$ cat src/hdl/smp_pkg.sv
// ----------------------------------------------------------------------------
// smp_pkg
// Shared constants, codes and control structs of the sparse map parser.
// ----------------------------------------------------------------------------
package smp_pkg;

	localparam int BLOCK_BYTES = 512;
	localparam int BB_BITS     = $clog2(BLOCK_BYTES);
	localparam int BIB_W       = BB_BITS;
	localparam int MAX_EXTENTS = 32;
	localparam int IDX_W       = (MAX_EXTENTS > 1) ? $clog2(MAX_EXTENTS) : 1;
	localparam int CNT_W       = 6;
	localparam int VAL_W       = 48;
	localparam int BLK_W       = 16;
	localparam int NL_W        = 16;
	localparam int CFG_IDX_W   = 1;

	localparam logic [7:0] CHAR_NL = 8'd10;
	localparam logic [7:0] CHAR_0  = 8'h30;
	localparam logic [7:0] CHAR_9  = 8'h39;

	localparam logic [CFG_IDX_W-1:0] CFG_STORED_SIZE = 1'd0;
	localparam logic [CFG_IDX_W-1:0] CFG_REAL_SIZE   = 1'd1;

	typedef enum logic [1:0] {
		ST_OK       = 2'd0,
		ST_INVALID  = 2'd1,
		ST_READ_ERR = 2'd2
	} status_t;

	typedef struct packed {
		logic in_en;
		logic chk_step;
		logic emit_step;
		logic err_emit;
	} dp_cmd_t;

	typedef struct packed {
		logic evt_fail;
		logic evt_finish;
		logic chk_bad;
		logic walk_last;
		logic slot_free;
	} dp_stat_t;

endpackage

$ cat src/hdl/smp_if.sv
// ----------------------------------------------------------------------------
// smp_if
// Channel interfaces: map byte input, result output, register writes.
// ----------------------------------------------------------------------------
interface smp_in_if;
	logic       valid;
	logic       ready;
	logic [7:0] map_byte;
	logic       start_of_map;
	logic       io_error;
	modport source (output valid, map_byte, start_of_map, io_error, input ready);
	modport sink   (input valid, map_byte, start_of_map, io_error, output ready);
endinterface

interface smp_out_if;
	logic        valid;
	logic        ready;
	logic [1:0]  status;
	logic [47:0] extent_logical_offset;
	logic [47:0] extent_stored_offset;
	logic [47:0] extent_length;
	logic        last;
	modport source (output valid, status, extent_logical_offset, extent_stored_offset,
		extent_length, last, input ready);
	modport sink   (input valid, status, extent_logical_offset, extent_stored_offset,
		extent_length, last, output ready);
endinterface

interface smp_cfg_if;
	logic        valid;
	logic        ready;
	logic [0:0]  index;
	logic [47:0] data;
	modport source (output valid, index, data, input ready);
	modport sink   (input valid, index, data, output ready);
endinterface

$ cat src/hdl/smp_ctrl.sv
// ----------------------------------------------------------------------------
// smp_ctrl
// Sequencer: byte parsing, extent check walk, extent emission, error item.
// ----------------------------------------------------------------------------
module smp_ctrl (
	input  logic            clk,
	input  logic            arst_n,
	input  smp_pkg::dp_stat_t stat,
	output smp_pkg::dp_cmd_t  cmd
);
	import smp_pkg::*;

	typedef enum logic [3:0] {
		S_RUN   = 4'b0001,
		S_CHECK = 4'b0010,
		S_EMIT  = 4'b0100,
		S_FAIL  = 4'b1000
	} state_t;

	state_t state_q, state_n;

	always_comb begin
		state_n = state_q;
		cmd     = '0;
		case (state_q)
			S_RUN: begin
				cmd.in_en = 1'b1;
				if (stat.evt_fail) begin
					state_n = S_FAIL;
				end else if (stat.evt_finish) begin
					state_n = S_CHECK;
				end
			end
			S_CHECK: begin
				cmd.chk_step = 1'b1;
				if (stat.chk_bad) begin
					state_n = S_FAIL;
				end else if (stat.walk_last) begin
					state_n = S_EMIT;
				end
			end
			S_EMIT: begin
				cmd.emit_step = stat.slot_free;
				if (stat.slot_free && stat.walk_last) begin
					state_n = S_RUN;
				end
			end
			S_FAIL: begin
				cmd.err_emit = stat.slot_free;
				if (stat.slot_free) begin
					state_n = S_RUN;
				end
			end
			default: begin
				state_n = S_RUN;
			end
		endcase
	end

	always_ff @(posedge clk or negedge arst_n) begin
		if (!arst_n) begin
			state_q <= S_RUN;
		end else begin
			state_q <= state_n;
		end
	end

	a_no_input_off_run: assert property (@(posedge clk) disable iff (!arst_n)
		(state_q != S_RUN) |-> !cmd.in_en)
		else $error("input taken outside parse state");

endmodule

$ cat src/hdl/smp_dp.sv
// ----------------------------------------------------------------------------
// smp_dp
// Datapath: parse registers, extent tables, check walk, output register.
// ----------------------------------------------------------------------------
module smp_dp (
	input  logic              clk,
	input  logic              arst_n,
	smp_in_if.sink            map_in,
	smp_out_if.source         res_out,
	smp_cfg_if.sink           cfg,
	input  smp_pkg::dp_cmd_t  cmd,
	output smp_pkg::dp_stat_t stat
);
	import smp_pkg::*;

	logic [VAL_W-1:0] stored_size_q, real_size_q;
	logic [BIB_W-1:0] bib_q, c_bib, n_bib;
	logic [BLK_W-1:0] br_q, c_br, n_br;
	logic [NL_W-1:0]  nl_q, c_nl, n_nl;
	logic             zero_q, c_zero, n_zero;
	logic [VAL_W-1:0] acc_q, c_acc, n_acc;
	logic             dig_q, c_dig, n_dig;
	logic             bad_q, c_bad, n_bad;
	logic             cok_q, c_cok, n_cok;
	logic [CNT_W-1:0] ec_q, c_ec, n_ec;
	logic             syn_q, c_syn, n_syn;
	logic             done_q, c_done, n_done;

	logic [VAL_W-1:0] tbl_off [MAX_EXTENTS];
	logic [VAL_W-1:0] tbl_len [MAX_EXTENTS];

	logic [CNT_W-1:0] walk_q;
	logic [VAL_W-1:0] soff_q, base_q, pend_q;
	status_t          err_q;

	logic             out_valid_q;
	status_t          o_status_q;
	logic [VAL_W-1:0] o_lo_q, o_so_q, o_len_q;
	logic             o_last_q;

	logic             in_fire, start, active, size_fail, parse_en, blk_done;
	logic             fail, finish, tbl_wr, good, is_digit;
	status_t          fail_code;
	logic [BLK_W:0]   br_inc;
	logic [VAL_W-1:0] blk_end, base_n;
	logic [VAL_W+3:0] acc_x10;
	logic [BIB_W:0]   bib_inc;
	logic [CNT_W:0]   lim_c, lim_n;
	logic [NL_W-1:0]  ln_m1;
	logic [IDX_W-1:0] wr_k;

	logic [VAL_W-1:0] e_off, e_len;
	logic [VAL_W:0]   s_plus, o_plus;
	logic             chk_bad, walk_last, slot_free;

	assign cfg.ready = 1'b1;

	always_ff @(posedge clk or negedge arst_n) begin
		if (!arst_n) begin
			stored_size_q <= '0;
			real_size_q   <= '0;
		end else if (cfg.valid) begin
			case (cfg.index)
				CFG_STORED_SIZE: stored_size_q <= cfg.data;
				CFG_REAL_SIZE:   real_size_q   <= cfg.data;
				default: ;
			endcase
		end
	end

	assign map_in.ready = cmd.in_en;
	assign in_fire      = map_in.valid & map_in.ready;
	assign start        = map_in.start_of_map;

	assign c_bib  = start ? '0 : bib_q;
	assign c_br   = start ? '0 : br_q;
	assign c_nl   = start ? '0 : nl_q;
	assign c_zero = start ? 1'b0 : zero_q;
	assign c_acc  = start ? '0 : acc_q;
	assign c_dig  = start ? 1'b0 : dig_q;
	assign c_bad  = start ? 1'b0 : bad_q;
	assign c_cok  = start ? 1'b0 : cok_q;
	assign c_ec   = start ? '0 : ec_q;
	assign c_syn  = start ? 1'b0 : syn_q;
	assign c_done = start ? 1'b0 : done_q;

	assign active    = in_fire && !c_done;
	assign br_inc    = {1'b0, c_br} + 1'b1;
	assign blk_end   = VAL_W'({br_inc, {BB_BITS{1'b0}}});
	assign size_fail = (c_bib == '0) && (stored_size_q < blk_end);
	assign parse_en  = active && !size_fail && !map_in.io_error;

	assign is_digit = (map_in.map_byte >= CHAR_0) && (map_in.map_byte <= CHAR_9);
	assign acc_x10  = {1'b0, c_acc, 3'b000} + {3'b000, c_acc, 1'b0}
		+ (VAL_W+4)'(map_in.map_byte - CHAR_0);
	assign good     = c_dig && !c_bad;
	assign lim_c    = {c_ec, 1'b1};
	assign lim_n    = {n_ec, 1'b1};
	assign ln_m1    = c_nl - 1'b1;
	assign wr_k     = ln_m1[IDX_W:1];
	assign bib_inc  = {1'b0, c_bib} + 1'b1;
	assign blk_done = (bib_inc == (BIB_W+1)'(BLOCK_BYTES));

	always_comb begin
		n_bib  = c_bib;
		n_br   = c_br;
		n_nl   = c_nl;
		n_zero = c_zero;
		n_acc  = c_acc;
		n_dig  = c_dig;
		n_bad  = c_bad;
		n_cok  = c_cok;
		n_ec   = c_ec;
		n_syn  = c_syn;
		tbl_wr = 1'b0;
		if (parse_en) begin
			if (!c_zero) begin
				if (map_in.map_byte == 8'd0) begin
					n_zero = 1'b1;
				end else if (map_in.map_byte == CHAR_NL) begin
					if (c_nl == '0) begin
						if (good && c_acc >= VAL_W'(1) && c_acc <= VAL_W'(MAX_EXTENTS)) begin
							n_cok = 1'b1;
							n_ec  = CNT_W'(c_acc);
						end
					end else if (c_cok && (c_nl < NL_W'(lim_c))) begin
						if (!good) begin
							n_syn = 1'b1;
						end else begin
							tbl_wr = 1'b1;
						end
					end
					if (c_nl != '1) begin
						n_nl = c_nl + 1'b1;
					end
					n_acc = '0;
					n_dig = 1'b0;
					n_bad = 1'b0;
				end else if (is_digit) begin
					if (|acc_x10[VAL_W+3:VAL_W]) begin
						n_bad = 1'b1;
					end else begin
						n_acc = acc_x10[VAL_W-1:0];
					end
					n_dig = 1'b1;
				end else begin
					n_bad = 1'b1;
				end
			end
			if (blk_done) begin
				n_bib = '0;
				n_br  = br_inc[BLK_W-1:0];
			end else begin
				n_bib = bib_inc[BIB_W-1:0];
			end
		end
	end

	always_comb begin
		fail      = 1'b0;
		finish    = 1'b0;
		fail_code = ST_INVALID;
		if (active) begin
			if (size_fail) begin
				fail = 1'b1;
			end else if (map_in.io_error) begin
				fail      = 1'b1;
				fail_code = ST_READ_ERR;
			end else if (blk_done) begin
				if (c_br == '1 || !n_cok) begin
					fail = 1'b1;
				end else if (n_nl >= NL_W'(lim_n)) begin
					if (n_syn) begin
						fail = 1'b1;
					end else begin
						finish = 1'b1;
					end
				end
			end
		end
	end

	assign n_done = c_done | fail | finish;
	assign base_n = VAL_W'({n_br, {BB_BITS{1'b0}}});

	always_ff @(posedge clk or negedge arst_n) begin
		if (!arst_n) begin
			bib_q  <= '0;
			br_q   <= '0;
			nl_q   <= '0;
			zero_q <= 1'b0;
			acc_q  <= '0;
			dig_q  <= 1'b0;
			bad_q  <= 1'b0;
			cok_q  <= 1'b0;
			ec_q   <= '0;
			syn_q  <= 1'b0;
			done_q <= 1'b1;
		end else if (in_fire) begin
			bib_q  <= n_bib;
			br_q   <= n_br;
			nl_q   <= n_nl;
			zero_q <= n_zero;
			acc_q  <= n_acc;
			dig_q  <= n_dig;
			bad_q  <= n_bad;
			cok_q  <= n_cok;
			ec_q   <= n_ec;
			syn_q  <= n_syn;
			done_q <= n_done;
		end
	end

	always_ff @(posedge clk) begin
		if (tbl_wr) begin
			if (ln_m1[0]) begin
				tbl_len[wr_k] <= c_acc;
			end else begin
				tbl_off[wr_k] <= c_acc;
			end
		end
	end

	assign e_off     = tbl_off[walk_q[IDX_W-1:0]];
	assign e_len     = tbl_len[walk_q[IDX_W-1:0]];
	assign s_plus    = {1'b0, soff_q} + {1'b0, e_len};
	assign o_plus    = {1'b0, e_off} + {1'b0, e_len};
	assign walk_last = (({1'b0, walk_q} + 1'b1) == {1'b0, ec_q});
	assign chk_bad   = ((e_len != '0) && ((soff_q[BB_BITS-1:0] != '0)
		|| (e_off[BB_BITS-1:0] != '0)))
		|| ((walk_q != '0) && (e_off < pend_q))
		|| (s_plus > {1'b0, stored_size_q})
		|| (o_plus > {1'b0, real_size_q});

	always_ff @(posedge clk or negedge arst_n) begin
		if (!arst_n) begin
			walk_q <= '0;
			err_q  <= ST_INVALID;
		end else begin
			if (fail) begin
				err_q <= fail_code;
			end
			if (finish) begin
				walk_q <= '0;
			end else if (cmd.chk_step) begin
				if (chk_bad) begin
					err_q <= ST_INVALID;
				end else if (walk_last) begin
					walk_q <= '0;
				end else begin
					walk_q <= walk_q + 1'b1;
				end
			end else if (cmd.emit_step) begin
				walk_q <= walk_q + 1'b1;
			end
		end
	end

	always_ff @(posedge clk) begin
		if (finish) begin
			soff_q <= base_n;
			base_q <= base_n;
		end else if (cmd.chk_step) begin
			if (walk_last) begin
				soff_q <= base_q;
			end else begin
				soff_q <= s_plus[VAL_W-1:0];
			end
			pend_q <= o_plus[VAL_W-1:0];
		end else if (cmd.emit_step) begin
			soff_q <= s_plus[VAL_W-1:0];
		end
	end

	assign slot_free = !out_valid_q || res_out.ready;

	always_ff @(posedge clk or negedge arst_n) begin
		if (!arst_n) begin
			out_valid_q <= 1'b0;
		end else if (cmd.emit_step || cmd.err_emit) begin
			out_valid_q <= 1'b1;
		end else if (res_out.ready) begin
			out_valid_q <= 1'b0;
		end
	end

	always_ff @(posedge clk) begin
		if (cmd.emit_step) begin
			o_status_q <= ST_OK;
			o_lo_q     <= e_off;
			o_so_q     <= soff_q;
			o_len_q    <= e_len;
			o_last_q   <= walk_last;
		end else if (cmd.err_emit) begin
			o_status_q <= err_q;
			o_lo_q     <= '0;
			o_so_q     <= '0;
			o_len_q    <= '0;
			o_last_q   <= 1'b1;
		end
	end

	assign res_out.valid                 = out_valid_q;
	assign res_out.status                = o_status_q;
	assign res_out.extent_logical_offset = o_lo_q;
	assign res_out.extent_stored_offset  = o_so_q;
	assign res_out.extent_length         = o_len_q;
	assign res_out.last                  = o_last_q;

	assign stat.evt_fail   = fail;
	assign stat.evt_finish = finish;
	assign stat.chk_bad    = chk_bad;
	assign stat.walk_last  = walk_last;
	assign stat.slot_free  = slot_free;

	a_fail_sets_done: assert property (@(posedge clk) disable iff (!arst_n)
		fail |=> done_q)
		else $error("map not closed after failure");

	a_finish_rewinds: assert property (@(posedge clk) disable iff (!arst_n)
		finish |=> (done_q && walk_q == '0))
		else $error("walk not rewound at map end");

	a_no_overrun: assert property (@(posedge clk) disable iff (!arst_n)
		(cmd.emit_step || cmd.err_emit) |-> slot_free)
		else $error("output register overwritten");

endmodule

$ cat src/hdl/sparse_map_parser_top.sv
// ----------------------------------------------------------------------------
// sparse_map_parser_top
// Sparse archive map parser: decimal extent map in, checked extents out.
//
//   channel   dir  payload
//   map_in    in   map_byte[7:0], start_of_map, io_error
//   res_out   out  status[1:0], extent_logical_offset[47:0],
//                  extent_stored_offset[47:0], extent_length[47:0], last
//   cfg       in   index[0:0] (0 stored_size, 1 real_size), data[47:0]
//
// Map bytes are taken one per cycle while parsing.
// At the end of a complete map the extent table is checked one extent per
// cycle, then emitted one item per cycle while res_out is ready; input is
// held off for that time. An error item is loaded into the output register once it is free.
// Reset clears all control state; there is no clearing pass.
// ----------------------------------------------------------------------------
module sparse_map_parser_top (
	input  logic      clk,
	input  logic      arst_n,
	smp_in_if.sink    map_in,
	smp_out_if.source res_out,
	smp_cfg_if.sink   cfg
);
	import smp_pkg::*;

	dp_cmd_t  cmd;
	dp_stat_t stat;

	smp_ctrl u_ctrl (
		.clk    (clk),
		.arst_n (arst_n),
		.stat   (stat),
		.cmd    (cmd)
	);

	smp_dp u_dp (
		.clk     (clk),
		.arst_n  (arst_n),
		.map_in  (map_in),
		.res_out (res_out),
		.cfg     (cfg),
		.cmd     (cmd),
		.stat    (stat)
	);

endmodule

$ cat src/flat_wrapper.sv
// flat-port wrapper written by rule: the top's interface ports become plain ports
module sparse_map_parser_top_flat import smp_pkg::*;
  (clk, arst_n, map_in_valid, map_in_map_byte, map_in_start_of_map, map_in_io_error, map_in_ready, res_out_valid, res_out_status, res_out_extent_logical_offset, res_out_extent_stored_offset, res_out_extent_length, res_out_last, res_out_ready, cfg_valid, cfg_index, cfg_data, cfg_ready);
  smp_in_if map_in_i ();
  smp_out_if res_out_i ();
  smp_cfg_if cfg_i ();
  input  logic clk;
  input  logic arst_n;
  input wire logic [$bits(map_in_i.valid)-1:0] map_in_valid;
  input wire logic [$bits(map_in_i.map_byte)-1:0] map_in_map_byte;
  input wire logic [$bits(map_in_i.start_of_map)-1:0] map_in_start_of_map;
  input wire logic [$bits(map_in_i.io_error)-1:0] map_in_io_error;
  output wire logic [$bits(map_in_i.ready)-1:0] map_in_ready;
  output wire logic [$bits(res_out_i.valid)-1:0] res_out_valid;
  output wire logic [$bits(res_out_i.status)-1:0] res_out_status;
  output wire logic [$bits(res_out_i.extent_logical_offset)-1:0] res_out_extent_logical_offset;
  output wire logic [$bits(res_out_i.extent_stored_offset)-1:0] res_out_extent_stored_offset;
  output wire logic [$bits(res_out_i.extent_length)-1:0] res_out_extent_length;
  output wire logic [$bits(res_out_i.last)-1:0] res_out_last;
  input wire logic [$bits(res_out_i.ready)-1:0] res_out_ready;
  input wire logic [$bits(cfg_i.valid)-1:0] cfg_valid;
  input wire logic [$bits(cfg_i.index)-1:0] cfg_index;
  input wire logic [$bits(cfg_i.data)-1:0] cfg_data;
  output wire logic [$bits(cfg_i.ready)-1:0] cfg_ready;
  assign map_in_i.valid = map_in_valid;
  assign map_in_i.map_byte = map_in_map_byte;
  assign map_in_i.start_of_map = map_in_start_of_map;
  assign map_in_i.io_error = map_in_io_error;
  assign map_in_ready = map_in_i.ready;
  assign res_out_valid = res_out_i.valid;
  assign res_out_status = res_out_i.status;
  assign res_out_extent_logical_offset = res_out_i.extent_logical_offset;
  assign res_out_extent_stored_offset = res_out_i.extent_stored_offset;
  assign res_out_extent_length = res_out_i.extent_length;
  assign res_out_last = res_out_i.last;
  assign res_out_i.ready = res_out_ready;
  assign cfg_i.valid = cfg_valid;
  assign cfg_i.index = cfg_index;
  assign cfg_i.data = cfg_data;
  assign cfg_ready = cfg_i.ready;
  sparse_map_parser_top u_core (.clk(clk), .arst_n(arst_n), .map_in(map_in_i), .res_out(res_out_i), .cfg(cfg_i));
endmodule
$ cat config.mk
export PLATFORM = sky130hd
export DESIGN_NAME = sparse_map_parser_top_flat
export DESIGN_NICKNAME = d
export VERILOG_FILES = /design/src/hdl/smp_pkg.sv /design/src/hdl/smp_if.sv /design/src/hdl/smp_ctrl.sv /design/src/hdl/smp_dp.sv /design/src/hdl/sparse_map_parser_top.sv /design/src/flat_wrapper.sv
export SDC_FILE = /design/constraint.sdc
export NUM_CORES = 2
export LEC_CHECK = 0
export BUFFER_PORTS_ARGS = -buffer_cell sky130_fd_sc_hd__buf_2
export CAP_MARGIN = 5
export CORE_MARGIN = 1.5
export CORE_UTILIZATION = 35
export CTS_CLUSTER_DIAMETER = 150
export DETAILED_ROUTE_END_ITERATION = 6
export PLACE_DENSITY = 0.58
export SYNTH_ARGS = -nofsm -noshare
export SYNTH_HDL_FRONTEND = slang
export SYNTH_SLANG_ARGS = --single-unit
$ cat constraint.sdc
create_clock -name clk -period 9.1 [get_ports clk]
set_input_delay 1.365 -clock clk [delete_from_list [all_inputs] [get_ports clk]]
set_output_delay 1.365 -clock clk [all_outputs]
set_load 0.03 [all_outputs]
==> results.py <==
metrics = {
    "drt": {
        "route.vias.total": 85954,
        "viasPerCell": 5.65,
        "post_drt_wl_per_cell_um": 32.1,
        "drt_first_iter_violations": 10504,
        "route.detailed.drc": 0,
        "ant_nets": 0,
        "first_pass_iters": 6,
        "wl_um": 488000,
    },
    "timing": {
        "report.final.slew_viol_count": 0,
        "slew_headroom": 0.107,
        "fmax_mhz": 114,
        "grt_setup_unrepaired": "false",
        "skew_ns": 0.0739,
        "tns_ns": 0,
        "finalHoldViolCount": 0,
        "worst_pin_slew_ns": 1.34,
        "final.min_clock_period_ns": 8.81,
        "setup_viol": 0,
        "finalCritPeriodShare": 0.968,
        "layout_setup_ws_ns": 0.292,
    },
    "placement": {
        "place.detailed.hpwl_um": 314000,
        "place_ws_ns": 0.141,
        "placement.io_buffers": 212,
        "routabilityCongestion": 0.926,
    },
    "critical_path": {
        "critical_path.slowest_cell": "dfrtp_4",
        "cpMostUsedCell": "buf_12",
        "cp-end-kind": "flop",
        "path_class": "reg2reg",
        "cp.required_ns": 9.99,
        "cp.arrival_ns": 9.70,
        "slowest_delay_ns": 0.58,
        "path_max_fanout": 39,
        "startpoint_type": "flop",
        "r2r_start": "u_core.u_dp.walk_q[0]",
        "startpoint": "u_core.u_dp.walk_q[0]",
    },
    "power_and_ir_drop": {
        "seqPwrFrac": 0.536,
        "p_sw_mw": 7.02,
        "clkPwrFrac": 0.442,
        "p_per_area_mw_per_mm2": 191,
        "power_mw": 33.1,
        "power.leakage_nw": 65.1,
        "swShare": 0.212,
        "comb_power_share": 0.023,
        "peakVddDrop_v": 0.000153,
        "internal_power_mw": 26.1,
    },
    "synthesis": {
        "synth_edf_count": 3297,
        "yosysWarnings": 0,
        "async_reset_ff_frac": 0.0593,
        "yosys.cell_types.count": 94,
        "synth-seq-cells": 3541,
        "synth_area_mm2": 0.150,
        "avgSynthCellArea_um2": 17.6,
        "synth_ff_type": "edfxtp_1",
        "syn-num-nets": 8975,
        "yosysSeqAreaShare": 0.700,
        "synthCells": 8533,
    },
    "final_layout": {
        "final_cell_mix": "edfxtp_1 (3297), mux4_2 (755), nand2_1 (507), buf_4 (375), clkbuf_16 (370)",
        "area_delta_synth_final_pct": 15.7,
        "final_core_util": 0.406,
        "nets": 9625,
        "final_common_cell": "edfxtp_1",
        "drive_gt1_frac": 0.231,
    },
    "grt": {
        "grt_overflow": 0,
        "antenna_found_initial": 38,
        "first_global_vias": 84788,
        "grt_max_degree": 110,
        "grt_pass1_wl_um": 672000,
        "track_usage": 0.219,
    },
    "clock_network": {
        "ctsHoldBuffers": 0,
        "clkLatencyLatePin_ns": 0.98,
        "clockBufferDepth": 4,
        "clk_pin_slew_worst_paths_ns": 0.06,
        "tritoncts": "done",
        "cts-root-buf": "clkbuf_16",
        "cts-buffers-inserted": 367,
        "cts.sinks": 3541,
        "cts-htree-levels": 5,
    },
    "run_status": {
        "status": "complete, no violations",
    },
    "floorplan": {
        "ios": 214,
        "rows": 240,
        "floorplan.die.width_um": 658,
        "coreArea_mm2": 0.427,
        "die_h_um": 658,
        "die_area_mm2": 0.432,
        "start_util": 0.351,
    },
    "run": {
        "maxCapViolations": 0,
    },
    "hold_path": {
        "hold_class": "in2async",
    },
}
==> state kept, by name (all words and copies together) (netlist names), 48 cells and up <==
name	flops
u_core.u_dp.tbl_len	1536
u_core.u_dp.tbl_off	1536
u_core.u_dp.acc_q	48
u_core.u_dp.pend_q	48
u_core.u_dp.real_size_q	48
u_core.u_dp.res_out.extent_length	48
u_core.u_dp.res_out.extent_logical_offset	48
u_core.u_dp.res_out.extent_stored_offset	48
u_core.u_dp.soff_q	48
u_core.u_dp.stored_size_q	48
==> stage by stage <==
step | cells | cell area, um2 | hold WS, ns
global route | 15201 | 173000 | 0.494
floorplan | 8533 | 150000 | 0.438
detailed placement | 14494 | 162000 | 0.471
CTS | 15158 | 173000 | 0.471
global placement | 14493 | 162000 | 0.467
finish | 15211 | 173000 | 0.422
==> area by class of cell <==
type / count / area [um2]
fill: 38073 / 254000
sequential: 3541 / 105000
multi-input combinational: 4318 / 43100
clock buffer: 453 / 9610
tap: 5687 / 7120
timing repair buffer: 668 / 5520
clock inverter: 211 / 1930
inverter: 287 / 1090
antenna: 46 / 115
==> cell usage after synthesis, drive strengths merged, types with 30 or more instances <==
| master | n | area, um2 |
|---|---|---|
| xor2 | 75 | 657 |
| nor2b | 81 | 507 |
| nor2 | 278 | 1060 |
| buf | 159 | 836 |
| dfrtp | 207 | 5180 |
| a22o | 54 | 473 |
| inv | 285 | 1070 |
| o21a | 33 | 248 |
| fa | 49 | 981 |
| o21ai | 241 | 1210 |
| nand4 | 88 | 551 |
| nor4 | 41 | 263 |
| and2 | 98 | 613 |
| dfxtp | 34 | 681 |
| nor3 | 54 | 275 |
| o22ai | 61 | 382 |
| and3 | 30 | 188 |
| nand3 | 138 | 691 |
| mux2 | 73 | 822 |
| a21oi | 289 | 1450 |
| a21o | 111 | 833 |
| mux4 | 755 | 17000 |
| ha | 329 | 4120 |
| clkbuf | 228 | 856 |
| xnor2 | 104 | 911 |
| edfxtp | 3297 | 99000 |
| mux2i | 267 | 2670 |
| a22oi | 152 | 1140 |
| nand2 | 510 | 1910 |
==> worst max-delay path: cells and delay by family, from the launching register on <==
kind	cells	cell delay, ns
AOI/OAI and AO/OA	12	2.96
and+or+nand+nor	10	2.80
buffers and inverters	4	1.10
adders and majority gates	2	0.71
DFF	1	0.58
muxes	1	0.30
xor gates and xnor gates	1	0.19
==> repair_timing <==
action                     in CTS  in global routing
setup endpoints to repair       0                  9
buffers inserted                0                  5
gates resized for setup         0                  6
==> kinds of logic after synthesis <==
family	count (synthesis)	synth area share
AOI/OAI and AO/OA	1215	0.0535
buffers and inverters	674	0.0185
adders and majority gates	378	0.0340
muxes	1095	0.137
xor gates and xnor gates	179	0.0105
DFF	3541	0.700
and+or+nand+nor	1450	0.0471
other	1	0.0000250
==> power by group through the flow <==
stage	registers, mW	clock network (mW)	logic [mW]
2_1_floorplan	18.1	0	0.385
3_3_place_gp	18.1	0	0.725
3_5_place_dp	18.1	0	0.741
4_1_cts	17.7	14.9	0.744
5_1_grt	17.7	15.4	0.807
6_report	17.7	14.6	0.750
==> path summary, 6_finish.rpt <==
kind                                                     to  slack (ns)  cells past startpoint
min in group clk                          u_core.u_dp.syn_q        0.48                      2
worst max register to register        u_core.u_dp.walk_q[2]        0.29                     30
worst max-delay path                  u_core.u_dp.walk_q[2]        0.29                     30
max in group asynchronous       u_core.u_dp.real_size_q[33]        7.04                      2
worst min-delay path            u_core.u_dp.real_size_q[27]        0.42                      1
worst min register to register            u_core.u_dp.syn_q        0.48                      2
==> layer usage <==
| layer | routed length (um) | vias to the layer above | part of all wire | GRT usage |
|---|---|---|---|---|
| met3 | 35900 | 740 | 0.074 | 0.0345 |
| met2 | 231000 | 3969 | 0.47 | 0.356 |
| li1 | - | 35584 | - | - |
| met5 | 53 | - | 0.00011 | 0 |
| met1 | 195000 | 45653 | 0.40 | 0.290 |
| met4 | 25500 | 8 | 0.052 | 0.102 |
(Power assumes the default switching activity.)
